==> src/assert_macros.svh <==
// shared assertion macros
`ifndef ASSERT_MACROS_SVH
`define ASSERT_MACROS_SVH

`ifndef NO_ASSERTIONS

`define FCC_ASSERT_CLK(lbl, clk, rstn, prop) \
  lbl: assert property (@(posedge clk) disable iff (!rstn) prop) \
    else $error("assertion failed");

`define FCC_ASSERT(lbl, prop) \
  `FCC_ASSERT_CLK(lbl, clk_i, rst_ni, prop)

`else

`define FCC_ASSERT_CLK(lbl, clk, rstn, prop)

`define FCC_ASSERT(lbl, prop)

`endif

`endif

==> src/fcc_pkg.sv <==
`timescale 1ns / 1ps

package fcc_pkg;

  localparam int PLANE_COUNT_DEF = 6;
  localparam int NUM_PLANE_REGS  = 6;
  localparam int CFG_IDX_W       = 3;
  localparam int PLANE_W         = 60;
  localparam int COEF_W          = 12;
  localparam int D_W             = 24;
  localparam int COORD_W         = 16;
  localparam int RAD_W           = 15;
  localparam int FRAC_SHIFT      = 10;
  localparam int PROD_W          = COEF_W + COORD_W;
  localparam int DIST_W          = 36;

  typedef enum logic [1:0] {
    VERDICT_INSIDE    = 2'd0,
    VERDICT_INTERSECT = 2'd1,
    VERDICT_OUTSIDE   = 2'd2
  } verdict_e;

  typedef enum logic {
    MODE_SPHERE = 1'b0,
    MODE_BOX    = 1'b1
  } mode_e;

  typedef struct packed {
    logic signed [D_W-1:0]    d;
    logic signed [COEF_W-1:0] c;
    logic signed [COEF_W-1:0] b;
    logic signed [COEF_W-1:0] a;
  } plane_t;

  typedef struct packed {
    logic s1;
    logic s2;
  } stage_en_t;

  typedef struct packed {
    logic outside;
    logic straddle;
  } lane_flags_t;

endpackage

==> src/fcc_plane_regs.sv <==
`timescale 1ns / 1ps

module fcc_plane_regs #(
  parameter int PLANE_COUNT = fcc_pkg::PLANE_COUNT_DEF
) (
  input  logic                               clk_i,
  input  logic                               rst_ni,
  input  logic                               cfg_we_i,
  input  logic [fcc_pkg::CFG_IDX_W-1:0]      cfg_index_i,
  input  logic [fcc_pkg::PLANE_W-1:0]        cfg_data_i,
  output fcc_pkg::plane_t                    planes_o [PLANE_COUNT]
);

  fcc_pkg::plane_t planes_q [PLANE_COUNT];

  for (genvar i = 0; i < PLANE_COUNT; i++) begin : g_plane
    always_ff @(posedge clk_i or negedge rst_ni) begin
      if (!rst_ni) begin
        planes_q[i] <= '0;
      end else if (cfg_we_i && (cfg_index_i == fcc_pkg::CFG_IDX_W'(i))) begin
        planes_q[i] <= fcc_pkg::plane_t'(cfg_data_i);
      end
    end
    assign planes_o[i] = planes_q[i];
  end

endmodule

==> config.mk <==
export PLATFORM = sky130hd
export DESIGN_NAME = fcc_plane_regs
export DESIGN_NICKNAME = d
export VERILOG_FILES = /design/src/assert_macros.svh /design/src/fcc_pkg.sv /design/src/fcc_plane_regs.sv
export SDC_FILE = /design/constraint.sdc
export NUM_CORES = 1
export LEC_CHECK = 0
export ABC_CLOCK_PERIOD_IN_PS = 1350
export BUFFER_PORTS_ARGS = -buffer_cell sky130_fd_sc_hd__buf_2
export CAP_MARGIN = 10
export CORE_AREA = 10 10 168 170
export CTS_CLUSTER_SIZE = 25
export DETAILED_ROUTE_END_ITERATION = 10
export DIE_AREA = 0 0 178 180
export GPL_ROUTABILITY_DRIVEN = 0
export PLACE_DENSITY_LB_ADDON = 0.2
export SLEW_MARGIN = 30
export SYNTH_ARGS = -nofsm -noshare
export SYNTH_HDL_FRONTEND = slang
export SYNTH_SLANG_ARGS = --single-unit
==> constraint.sdc <==
create_clock -name clk_i -period 1.35 [get_ports clk_i]
set_clock_uncertainty 0.05 [all_clocks]
set_input_delay 0.0675 -clock clk_i [delete_from_list [all_inputs] [get_ports clk_i]]
set_output_delay 0.0675 -clock clk_i [all_outputs]
set_load 0.01 [all_outputs]
Word level (Yosys, flattened, before mapping)
Index checks and enable logic that the tools add are counted.
{"block": "totals", "ff_bits": 360, "input_bits": 66, "word_cells": 36}
{"block": "classes", "n_eq_ne": 5, "n_reduce_logical": 7}
{"operator": "3-bit by 2-bit equality test with 1-bit output, second input constant", "count": 2}
{"operator": "3-bit equality test, second input constant", "count": 2}
{"operator": "1-bit logical AND", "count": 6}
{"operator": "3-bit by 1-bit equality test with 1-bit output, second input constant", "count": 1}
{"operator": "3-bit logical NOT", "count": 1}

Depth between registers and ports, before layout
{"block": "logic_depth", "word_depth": 2, "depth_mapped": 5, "depth_no_buf": 2}

Worst setup path before layout
Ideal clock, no wire load.
{"block": "synth_path", "path_kind": "in2reg", "start": "input cfg_index_i[0] (netlist name)", "end": "register planes_q (netlist bit planes_o[300])", "setup_time_ps": 125, "t_arrival_ps": 1175, "slack_ps": 0, "cell_stages": 4, "path_buffers": 2, "cell_sequence": "buf_6 > nor4b_4 > buf_6 > mux2_4"}
{"block": "synth_via", "elab_chain_len": 2}
{"element": "start, declared", "line_no": "fcc_plane_regs.sv:9", "rtl": "input logic [fcc_pkg::CFG_IDX_W-1:0] cfg_index_i,"}
{"element": "3-bit logical NOT", "line_no": "fcc_plane_regs.sv:20", "rtl": "end else if (cfg_we_i && (cfg_index_i == fcc_pkg::CFG_IDX_W'(i))) begin"}
{"element": "1-bit logical AND", "line_no": "fcc_plane_regs.sv:20"}
{"element": "end signal, assigned by index", "line_no": "fcc_plane_regs.sv:21", "rtl": "planes_q[i] <= fcc_pkg::plane_t'(cfg_data_i);"}
{"element": "end, declared", "line_no": "fcc_plane_regs.sv:14", "rtl": "fcc_pkg::plane_t planes_q [PLANE_COUNT];"}
Every way passes these cells.
A chain may end at the register's enable or synchronous reset.

Worst setup path after layout
{"block": "layout_path", "start": "register planes_q (netlist bit planes_o[260])", "end": "output planes_o[260] (netlist name)"}
{"element": "end, declared", "line_no": "fcc_plane_regs.sv:11", "rtl": "output fcc_pkg::plane_t planes_o [PLANE_COUNT]"}
No word-level cell between the ends.

==> results.tsv <==
metric	value	unit
status	complete, no violations	
p_int	22.98	mW
drive_above_1_share	67.12	%
ys_warn_count	0	
p_switching	9.004	mW
drv_slew	0	
power.density	1751	nW/um^2
critPathSlowestCell	dfrtp_1	
vias_per_cell	5.285	
drt-wirelength-per-cell	23.39	um
yosys.area.top_type	dfrtp_1	
final_util	73.39	%
whs	0.01996	ns
synthMuxAreaShare	30.40	%
grt.overflow.total	0	
setup_ws	0.1681	ns
fmax	846.1	MHz
diodes	0	
tightest_slew	0.3710	ns
final_hold_viol_count	0	
numCtsBuffers	37	
grt_pass1_wl	58670	um
die_width	178	um
io_buffer_count	425	
fin_area	18270	sq um
clock_sinks	360	
drt-initial-drc-count	444	
placed_cell_area	16470	sq um
fin_crit	1.182	ns
die_area	32040	sq um
path_cells	buf_2	
drc	0	
ys_ff_latch	360	
die_h	180	um
initial_core_util	54.08	%
worst_setup_path_start_kind	register	
dp.cells	1531	
post_cts_buffers	0	
synth_area	13460	sq um
largest_register_ff_count	360	
path_buf_inv	1	
p_clk_share	31.2	%
setup_tns	0	ns
ys_seq_area_share	66.93	%
clk_pin_slew	0.06	ns
ir_worst_vdd	1.316	mV
cts_buffer_depth	3	
cpPeakStageDelay	0.41	ns
core	24890	sq um
synth_top_area_share	66.93	%
synth_xor_area_share	0	%
power	31.99	mW
synth-adder-area-share	0	%
slew-limit-headroom	75.26	%
fin_cells	1653	
tritoncts	done	
area_growth	35.71	%
synth_cells	766	
nets	1367	
antenna_found_initial	0	
setup_viol	0	
syn_area_per_cell	17.57	sq um
synth_compound_area_share	0	%
vias	8736	
ant_nets	0	
io_pins	426	
comb_power_share	23.4	%
cp_top_family	flip-flops	
syn_nets	832	
rows	58	
clockRootBuffer	clkbuf_16	
worstHoldPathType	in2async	
clock_latency	0.49	ns
crit_type	reg2out	
yosys-top-cells-area	dfrtp_1, mux2_2, mux2_4	
path_max_fanout	2	
fill_cells	1610	
drtPass1Iterations	4	
seq_power_share	45.3	%
arrival	1.06	ns
p_sw_share	28.15	%
synth_cell_type_count	10	
fin_crit_sh	87.55	%
totalWireLength	38660	um
htreeDepth	2	
setup.worst_path.end_class	output port	
track_usage	23.54	%
maxCapViolCount	0	
critPathRequiredTime	1.23	ns
synth_top_family_by_area	multiplexers	
rsz0062_at_grt	no	
power.leakage	8.806	nW
grt_pass1_vias	9629	
grt_max_degree	65	
post-place-ws	-0.1496	ns
synth-simple-area-share	0.5298	%
dp_hpwl	28450	um
power by group through the flow:
stage	Combinational [mW]	Clock [mW]	Sequential, mW
6_report	7.49	9.99	14.5
5_1_grt	8.05	10.6	14.8
4_1_cts	7.62	10.2	14.5
3_5_place_dp	7.45	0	14.7
3_3_place_gp	7.26	0	14.5
2_1_floorplan	2.28	0	15.6
per-layer routing:
metal | up-vias | wire length [um] | share of wire (%) | track usage (%)
met2 | 359 | 18970 | 49 | 39.14
met1 | 4484 | 14610 | 38 | 27.20
met5 | - | 0 | 0 | 0
met4 | 0 | 1424 | 3.7 | 9.406
met3 | 74 | 3655 | 9.5 | 8.194
li1 | 3819 | - | - | -
path summary, 6_finish.rpt:
kind                                        endpoint  slack (ns)                      start  cells past startpoint
setup / recovery                       planes_o[260]        0.17  planes_o[260]$_DFFE_PN0P_                      1
hold / removal             planes_o[355]$_DFFE_PN0P_        0.02                     rst_ni                      2
setup reg to reg           planes_o[357]$_DFFE_PN0P_        0.47  planes_o[357]$_DFFE_PN0P_                      1
hold reg to reg            planes_o[212]$_DFFE_PN0P_        0.45  planes_o[212]$_DFFE_PN0P_                      1
max in group asynchronous   planes_o[80]$_DFFE_PN0P_        0.56                     rst_ni                      3
min in group clk_i         planes_o[144]$_DFFE_PN0P_        0.16                   cfg_we_i                      4
placed cells by master (no fill, tap or decap):
master / count
buf_2: 424
dfrtp_1: 360
mux2_2: 348
dlygate4sd3_1: 61
clkbuf_16: 37
buf_12: 26
buf_4: 24
mux2_4: 10
clkbuf_1: 10
clkbuf_8: 9
nor4bb_4: 3
bufinv_16: 3
mux2_1: 2
nand4b_1: 2
nor4b_4: 1
clkinvlp_4: 1
clkinv_2: 1
buf_8: 1
cells in the mapped netlist, drive strengths merged:
master and number:
dfrtp 360, mux2 360, buf 40, nor4bb 3
nand4b 2, nor4b 1
timing repair:
item / in CTS / in global routing
setup endpoints to repair: 0 / 0
hold endpoints to repair: 720 / 0
gates resized for setup: 0 / 0
hold buffers: 61 / 0
layout make-up:
class	instances	area, sq um	area share (%)
tap	330	412.9	2.260
timing repair buffer	536	3448	18.88
sequential	360	9009	49.32
multi-input combinational	366	4208	23.03
clock buffer	56	1087	5.952
clock inverter	5	102.6	0.5616
cells by family (layout without fill, tap and decap cells):
kind of cell / count (synthesis) / in the layout
multiplexers: 360 / 360
flip-flops: 360 / 360
buffers and inverters: 40 / 597
AND/OR/NAND/NOR: 6 / 6
Power figures use the tool's default switching activity.
