**src/assert_macros.svh**
```systemverilog
// shared assertion macros
`ifndef ASSERT_MACROS_SVH
`define ASSERT_MACROS_SVH

`ifndef NO_ASSERTIONS

`define FCC_ASSERT_CLK(lbl, clk, rstn, prop) \
  lbl: assert property (@(posedge clk) disable iff (!rstn) prop) \
    else $error("assertion failed");

`define FCC_ASSERT(lbl, prop) \
  `FCC_ASSERT_CLK(lbl, clk_i, rst_ni, prop)

`else

`define FCC_ASSERT_CLK(lbl, clk, rstn, prop)

`define FCC_ASSERT(lbl, prop)

`endif

`endif

```
**src/fcc_pkg.sv**
```systemverilog
`timescale 1ns / 1ps

package fcc_pkg;

  localparam int PLANE_COUNT_DEF = 6;
  localparam int NUM_PLANE_REGS  = 6;
  localparam int CFG_IDX_W       = 3;
  localparam int PLANE_W         = 60;
  localparam int COEF_W          = 12;
  localparam int D_W             = 24;
  localparam int COORD_W         = 16;
  localparam int RAD_W           = 15;
  localparam int FRAC_SHIFT      = 10;
  localparam int PROD_W          = COEF_W + COORD_W;
  localparam int DIST_W          = 36;

  typedef enum logic [1:0] {
    VERDICT_INSIDE    = 2'd0,
    VERDICT_INTERSECT = 2'd1,
    VERDICT_OUTSIDE   = 2'd2
  } verdict_e;

  typedef enum logic {
    MODE_SPHERE = 1'b0,
    MODE_BOX    = 1'b1
  } mode_e;

  typedef struct packed {
    logic signed [D_W-1:0]    d;
    logic signed [COEF_W-1:0] c;
    logic signed [COEF_W-1:0] b;
    logic signed [COEF_W-1:0] a;
  } plane_t;

  typedef struct packed {
    logic s1;
    logic s2;
  } stage_en_t;

  typedef struct packed {
    logic outside;
    logic straddle;
  } lane_flags_t;

endpackage

```
**src/fcc_plane_lane.sv**
```systemverilog
`timescale 1ns / 1ps

module fcc_plane_lane (
  input  logic                                 clk_i,
  input  fcc_pkg::stage_en_t                   en_i,
  input  fcc_pkg::plane_t                      plane_i,
  input  logic                                 mode_i,
  input  logic signed [fcc_pkg::COORD_W-1:0]   x0_i,
  input  logic signed [fcc_pkg::COORD_W-1:0]   y0_i,
  input  logic signed [fcc_pkg::COORD_W-1:0]   z0_i,
  input  logic signed [fcc_pkg::COORD_W-1:0]   x1_i,
  input  logic signed [fcc_pkg::COORD_W-1:0]   y1_i,
  input  logic signed [fcc_pkg::COORD_W-1:0]   z1_i,
  input  logic                                 mode_s2_i,
  input  logic [fcc_pkg::RAD_W-1:0]            radius_s2_i,
  output fcc_pkg::lane_flags_t                 flags_o
);

  logic                                  box;
  logic signed [fcc_pkg::COORD_W-1:0]    xp, yp, zp, xn, yn, zn;
  logic signed [fcc_pkg::PROD_W-1:0]     pa_d, pb_d, pc_d, na_d, nb_d, nc_d;
  logic signed [fcc_pkg::PROD_W-1:0]     pa_q, pb_q, pc_q, na_q, nb_q, nc_q;
  logic signed [fcc_pkg::D_W-1:0]        d_q;
  logic signed [fcc_pkg::DIST_W-1:0]     d_scaled;
  logic signed [fcc_pkg::DIST_W-1:0]     dp_d, dn_d, dp_q, dn_q;
  logic signed [fcc_pkg::DIST_W-1:0]     r_ext, r_neg;

  // positive vertex picks the max corner where the normal is non-negative
  assign box = (mode_i == fcc_pkg::MODE_BOX);
  assign xp  = (box && !plane_i.a[fcc_pkg::COEF_W-1]) ? x1_i : x0_i;
  assign yp  = (box && !plane_i.b[fcc_pkg::COEF_W-1]) ? y1_i : y0_i;
  assign zp  = (box && !plane_i.c[fcc_pkg::COEF_W-1]) ? z1_i : z0_i;
  assign xn  = (box && plane_i.a[fcc_pkg::COEF_W-1]) ? x1_i : x0_i;
  assign yn  = (box && plane_i.b[fcc_pkg::COEF_W-1]) ? y1_i : y0_i;
  assign zn  = (box && plane_i.c[fcc_pkg::COEF_W-1]) ? z1_i : z0_i;

  assign pa_d = fcc_pkg::PROD_W'(plane_i.a) * fcc_pkg::PROD_W'(xp);
  assign pb_d = fcc_pkg::PROD_W'(plane_i.b) * fcc_pkg::PROD_W'(yp);
  assign pc_d = fcc_pkg::PROD_W'(plane_i.c) * fcc_pkg::PROD_W'(zp);
  assign na_d = fcc_pkg::PROD_W'(plane_i.a) * fcc_pkg::PROD_W'(xn);
  assign nb_d = fcc_pkg::PROD_W'(plane_i.b) * fcc_pkg::PROD_W'(yn);
  assign nc_d = fcc_pkg::PROD_W'(plane_i.c) * fcc_pkg::PROD_W'(zn);

  always_ff @(posedge clk_i) begin
    if (en_i.s1) begin
      pa_q <= pa_d;
      pb_q <= pb_d;
      pc_q <= pc_d;
      na_q <= na_d;
      nb_q <= nb_d;
      nc_q <= nc_d;
      d_q  <= plane_i.d;
    end
  end

  assign d_scaled = fcc_pkg::DIST_W'(d_q) <<< fcc_pkg::FRAC_SHIFT;
  assign dp_d = fcc_pkg::DIST_W'(pa_q) + fcc_pkg::DIST_W'(pb_q)
              + fcc_pkg::DIST_W'(pc_q) - d_scaled;
  assign dn_d = fcc_pkg::DIST_W'(na_q) + fcc_pkg::DIST_W'(nb_q)
              + fcc_pkg::DIST_W'(nc_q) - d_scaled;

  always_ff @(posedge clk_i) begin
    if (en_i.s2) begin
      dp_q <= dp_d;
      dn_q <= dn_d;
    end
  end

  assign r_ext = $signed(fcc_pkg::DIST_W'({radius_s2_i, {fcc_pkg::FRAC_SHIFT{1'b0}}}));
  assign r_neg = -r_ext;

  always_comb begin
    if (mode_s2_i == fcc_pkg::MODE_BOX) begin
      flags_o.outside  = (dp_q < 0);
      flags_o.straddle = (dn_q < 0);
    end else begin
      flags_o.outside  = (dp_q < r_neg);
      flags_o.straddle = (dp_q < r_ext);
    end
  end

endmodule

```
**config.mk**
```make
export PLATFORM = sky130hd
export DESIGN_NAME = fcc_plane_lane
export DESIGN_NICKNAME = d
export VERILOG_FILES = /design/src/assert_macros.svh /design/src/fcc_pkg.sv /design/src/fcc_plane_lane.sv
export SDC_FILE = /design/constraint.sdc
export NUM_CORES = 2
export LEC_CHECK = 0
export BUFFER_PORTS_ARGS = -buffer_cell sky130_fd_sc_hd__buf_4
export CORE_MARGIN = 2
export CORE_UTILIZATION = 64
export CTS_CLUSTER_SIZE = 14
export DETAILED_ROUTE_END_ITERATION = 8
export MAX_ROUTING_LAYER = met4
export PLACE_DENSITY = 0.9
export SETUP_SLACK_MARGIN = 0.3
export SKIP_LAST_GASP = 1
export SLEW_MARGIN = 30
export SYNTH_ARGS = -nofsm -noshare
export SYNTH_HDL_FRONTEND = slang
export SYNTH_SLANG_ARGS = --single-unit
```
**constraint.sdc**
```tcl
create_clock -name clk_i -period 10 [get_ports clk_i]
set_clock_uncertainty 0.05 [all_clocks]
set_input_delay 0.5 -clock clk_i [delete_from_list [all_inputs] [get_ports clk_i]]
set_output_delay 0.5 -clock clk_i [all_outputs]
set_load 0.01 [all_outputs]
```
== Yosys cells after proc, flatten, opt, wreduce, memory -nomap -nowiden ==
Cells that the tools add are included.
Widths: inputs -> output; s select.
Operators by class
  muxes and demuxes: 7
  div/mod/pow operators: 0
  multiply operators: 6
  eq/ne operators: 0
  add/subtract/negate cells: 7
  order comparisons: 4
  reductions and logical operators: 9
  bitwise operators: 0
  shift-type cells: 0
Operators by type and width (count)
  $mul 12x16->28: 6
  $mux 16: 6
  $lt 36x1->1 const B: 2
  $sub 30x34->35: 2
  $add 29x28->30: 2
  $add 28x28->29: 2
  $lt 36x26->1: 1
  $lt 36x36->1: 1
  $neg 25->36: 1
  $logic_and 1x1->1: 6
  $logic_not 1->1: 3
  $mux 2: 1
Word-level totals
  memory bits (writable): 0
  logic and storage cells: 42
  output and inout port bits: 2
  latch bits: 0
  register bits after elaboration: 264
  memories kept: 0
  memory bits (read-only): 0

== Longest topological paths before layout ==
  depth in word-level cells: 4
  gate-level depth with buffers: 27
  gate-level depth less buffers: 24

== Worst setup path after synthesis ==
Ideal clock, no wire load.
  path type: input port to flip-flop
  from: in mode_i
  to: reg nb_q[26] in the netlist's numbering (data pin)
  setup slack: 3.414 ns
  data required time: 9.685 ns
  data arrival time: 6.272 ns
  library setup time: 0.265 ns
  path buffers: 3
  cell stages on the path: 24
  cells stage by stage: clkbuf_1 nand2_1 clkbuf_1 mux2_2 clkbuf_1 and2_1 fa_1 inv_1 fa_1 fa_1 inv_1 fa_1 inv_1 fa_1 inv_1 ha_1 nand3_1 and3b_1 o41ai_2 a211oi_1 o31a_1 o21a_1 o211ai_1 nand3_1
Between the ends
  longest elaborated chain between the ends: 3
RTL lines
  from (decl): RTL line fcc_plane_lane.sv:7  | input logic mode_i,
  $logic_and 1x1->1: RTL line fcc_plane_lane.sv:34  | assign yn = (box && plane_i.b[fcc_pkg::COEF_W-1]) ? y1_i : y0_i;
  $mux 16: RTL line fcc_plane_lane.sv:34
  $mul 12x16->28: RTL line fcc_plane_lane.sv:41  | assign nb_d = fcc_pkg::PROD_W'(plane_i.b) * fcc_pkg::PROD_W'(yn);
  net nb_d (one bit): RTL line fcc_plane_lane.sv:21  | logic signed [fcc_pkg::PROD_W-1:0] pa_d, pb_d, pc_d, na_d, nb_d, nc_d;
  to (signal assigned): RTL line fcc_plane_lane.sv:50  | nb_q <= nb_d;
  to (decl): RTL line fcc_plane_lane.sv:22  | logic signed [fcc_pkg::PROD_W-1:0] pa_q, pb_q, pc_q, na_q, nb_q, nc_q;
The timed path passes the listed nets, and every way through them passes these cells.
A chain may end at the register's enable or synchronous reset.

== Worst setup path in the final report ==
  from: in plane_i[35] in the netlist's numbering
  to: reg pc_q[27] in the netlist's numbering (data pin)
Between the ends
  longest elaborated chain between the ends: 4
RTL lines
  from (decl): RTL line fcc_plane_lane.sv:6  | input fcc_pkg::plane_t plane_i,
  $logic_not 1->1: RTL line fcc_plane_lane.sv:32  | assign zp = (box && !plane_i.c[fcc_pkg::COEF_W-1]) ? z1_i : z0_i;
  $logic_and 1x1->1: RTL line fcc_plane_lane.sv:32
  $mux 16: RTL line fcc_plane_lane.sv:32
  $mul 12x16->28 (*): RTL line fcc_plane_lane.sv:39  | assign pc_d = fcc_pkg::PROD_W'(plane_i.c) * fcc_pkg::PROD_W'(zp);
  net pc_d (one bit): RTL line fcc_plane_lane.sv:21
  to (signal assigned): RTL line fcc_plane_lane.sv:48  | pc_q <= pc_d;
  to (decl): RTL line fcc_plane_lane.sv:22
Mark *: on every way through the listed nets, which the timed path passes. The rest lies on a longest branch.

==> run_results.csv <==
group,metric,value,unit
global_route,grt_pass1_vias,46020,
synthesis,yosys.area_share.simple,0.1294,
clock_tree,cts_tree,"built",
timing,period_share,0.7106,
critical_path,crit_arrival,7.34,ns
critical_path,slowest_stage,"nand2_1",
timing,slew_viol_final,0,
drt,vias,40830,
clock_tree,path_clk_slew,0.06,ns
synthesis,yosysMostFrequentCell,"inv_1",
floorplanning,die_h,299.0,µm
drt,drt.antenna.violating_nets,0,
synthesis,synth_fa_ha_area_frac,0.5327,
timing,fmax,0.1407,GHz
synthesis,synth-main-ff-cell,"edfxtp_1",
synthesis,ys_ff_latch,218,
synthesis,yosys-top-cells-area,"fa_1 (42%), edfxtp_1 (12%), ha_1 (11%), inv_1 (10%), nand2_1 (5.1%)",
cells_and_area,syn2layout_area_growth,5.193,%
timing,setup_tns,0,ns
synthesis,ys_types,77,
timing,relSlewSlack,0.3892,
synthesis,synth_xor_area_frac,0.03129,
global_route,grt_max_degree,72,
synthesis,syn_nets,7727,
synthesis,async_reset_ff_frac,0,
global_route,overflow,0,
global_route,met3_usage,0.05624,
critical_path,crit_top_cell,"fa_1",
clock_tree,post_cts_resized,0,
run_status,status,"finished clean",
drt,first_pass_iters,6,
critical_path,critPathKind,"input port to flop",
job,drv_cap,0,
drt,drt_iter0_drc,3276,
drt,viasPerCell,5.781,
drt,wirelength,139200,µm
placement,dp_hpwl,113600,µm
global_route,gr-usage-all-layers,0.3371,
synthesis,synth_edf_count,218,
global_route,grtUsageMet2,0.5604,
synthesis,synth_top_area_share,0.4244,
critical_path,worstPathMaxFanout,31,
critical_path,cp-start-kind,"input port",
synthesis,synth_commonest_cells,"inv_1 (1,509), fa_1 (1,181), nand2_1 (761)",
clock_tree,cts_root_buf,"clkbuf_16",
clock_tree,clk_latency,0.56,ns
synthesis,synth_area,55700,µm²
global_route,grt_pass1_wl,231500,µm
placement,port_buffers,177,
synthesis,muxShareOfSynthArea,0.01972,
floorplanning,row_count,108,
critical_path,crit_path_max_incr_delay,0.66,ns
floorplanning,die_x,299.0,µm
synthesis,synth_top_cell_by_area,"fa_1",
clock_tree,cts.htree.levels,1,
clock_tree,postCtsSetupBuffers,0,
floorplanning,die_area,89410,µm²
global_route,antenna_found_initial,5,
critical_path,required,10.24,ns
floorplanning,start_util,0.6441,
cells_and_area,nNetsFinal,7724,
cells_and_area,layout-drive-gt1-share,0.06166,
global_route,top_usage_layer,"met2",
synthesis,avgSynthCellArea,9.461,µm²
floorplanning,coreArea,86480,µm²
synthesis,synth_top_family_by_area,"adder cells",
synthesis,synthCells,5888,
timing,setup_viol,0,
clock_tree,clock_path_buffers,3,
timing,finalHoldViolations,0,
global_route,met1_usage,0.3920,
timing,worstMarginPinSlew,0.8931,ns
placement,place.gp.congestion,0.9477,
clock_tree,ctsHoldBuffers,0,
synthesis,synth_compound_area_frac,0.05285,
drt,wl_per_cell,19.71,µm
cells_and_area,fillers,6041,
clock_tree,numCtsBuffers,26,
timing,rsz0062_at_grt,"no",
critical_path,cp-end-kind,"flop",
synthesis,yosys_warnings,0,
drt,drc,0,
timing,period_needed,7.106,ns
floorplanning,num_io_pins,178,
hold_path,min_path_type,"input port to flop",
synthesis,yosysSeqAreaShare,0.1175,
clock_tree,clock_sinks,218,
critical_path,crit_chain,"buf_4, inv_2, nand2_1, mux2_2, and2_1, fa_1, inv_1, fa_1, fa_1, inv_1, fa_1, inv_1, fa_1, inv_1, ha_1, or3_1, o21ai_0, a21oi_1, o21ai_2, a31oi_1, a211o_1, a31o_1, a31oi_1, xnor2_1",
==> layout make-up <==
type                    instances  area, µm²  share of cell area
clock buffers                  30      686.9             0.01172
multi-input cells            3942      42670              0.7282
inverters                    1511       5672             0.09679
flip-flops and latches        218       6546              0.1117
clock inverters                16      143.9            0.002456
diodes                          4      10.01           0.0001708
repair buffers                186       1423             0.02428
well taps                    1155       1445             0.02466
==> layer usage <==
metal,vias up,wire length (µm)
li1,17590,-
met1,20560,48940
met2,2069,69150
met3,613,11850
met4,0,9275
met5,-,0
==> flip-flops by register name (all words and copies together) (netlist names) <==
register / cells
d_q: 24
nc_q: 28
na_q: 28
nb_q: 28
pc_q: 28
pb_q: 28
pa_q: 28
dn_q: 1
dp_q: 25
==> metrics by stage <==
step | cells | cell area, µm² | utilization | setup slack, ns | hold WS (ns)
after floorplan | 5888 | 55700 | - | 3.414 | 0.5489
after global placement | 7011 | 57730 | 0.6675 | 2.067 | 0.6297
after detailed placement | 7011 | 57730 | 0.6675 | 2.404 | 0.6295
after CTS | 7057 | 58560 | 0.6771 | 2.970 | 0.05480
after global routing | 7061 | 58590 | 0.6775 | 2.544 | 0.05944
final | 7062 | 58600 | 0.6775 | 2.894 | 0.07451
==> cells in the final DEF, fill, tap and decap left out, drive strengths merged, types with 18 or more instances in the layout <==
master,Yosys,layout
mux2,94,94
inv,1509,1513
and2,344,344
fa,1181,1181
buf,4,185
xor2,43,43
o21ai,95,95
nand2,761,761
nand3,23,23
nand4,18,18
nor3,37,37
a21oi,136,136
nand2b,41,41
nor4,20,20
ha,482,482
edfxtp,218,218
o21a,38,38
xnor2,156,156
a21o,61,61
clkbuf,213,31
nor2,172,172
nor2b,55,55
==> kinds of logic (layout without fill, tap and decap cells) <==
kind of cell / Yosys count / after routing
buf+inv: 1728 / 1743
fa+ha+maj: 1663 / 1663
simple gates: 1531 / 1531
compound gates: 451 / 451
flops: 218 / 218
xor+xnor: 199 / 199
mux: 98 / 98
other cells: 0 / 4
==> critical path, delay by kind of cell <==
| kind | cells | cell delay (ns) |
|---|---|---|
| AOI/OAI and AO/OA | 7 | 1.29 |
| xor gates and xnor gates | 1 | 0.09 |
| adders and majority gates | 6 | 2.75 |
| buffers and inverters | 6 | 0.84 |
| muxes | 1 | 0.59 |
| and+or+nand+nor | 3 | 1.27 |
==> worst paths after layout <==
kind / startpoint / endpoint / slack, ns / cells past startpoint
max: plane_i[35] / pc_q[27] / 2.89 / 24
min: plane_i[51] / d_q[15] / 0.07 / 1
max reg2reg: d_q[1] / dn_q[34] / 5.72 / 13
min reg2reg: pc_q[19] / dp_q[19] / 0.98 / 3
Power is not shown: default switching activity piles up to over one toggle a cycle in this logic, so the estimate is an artifact.
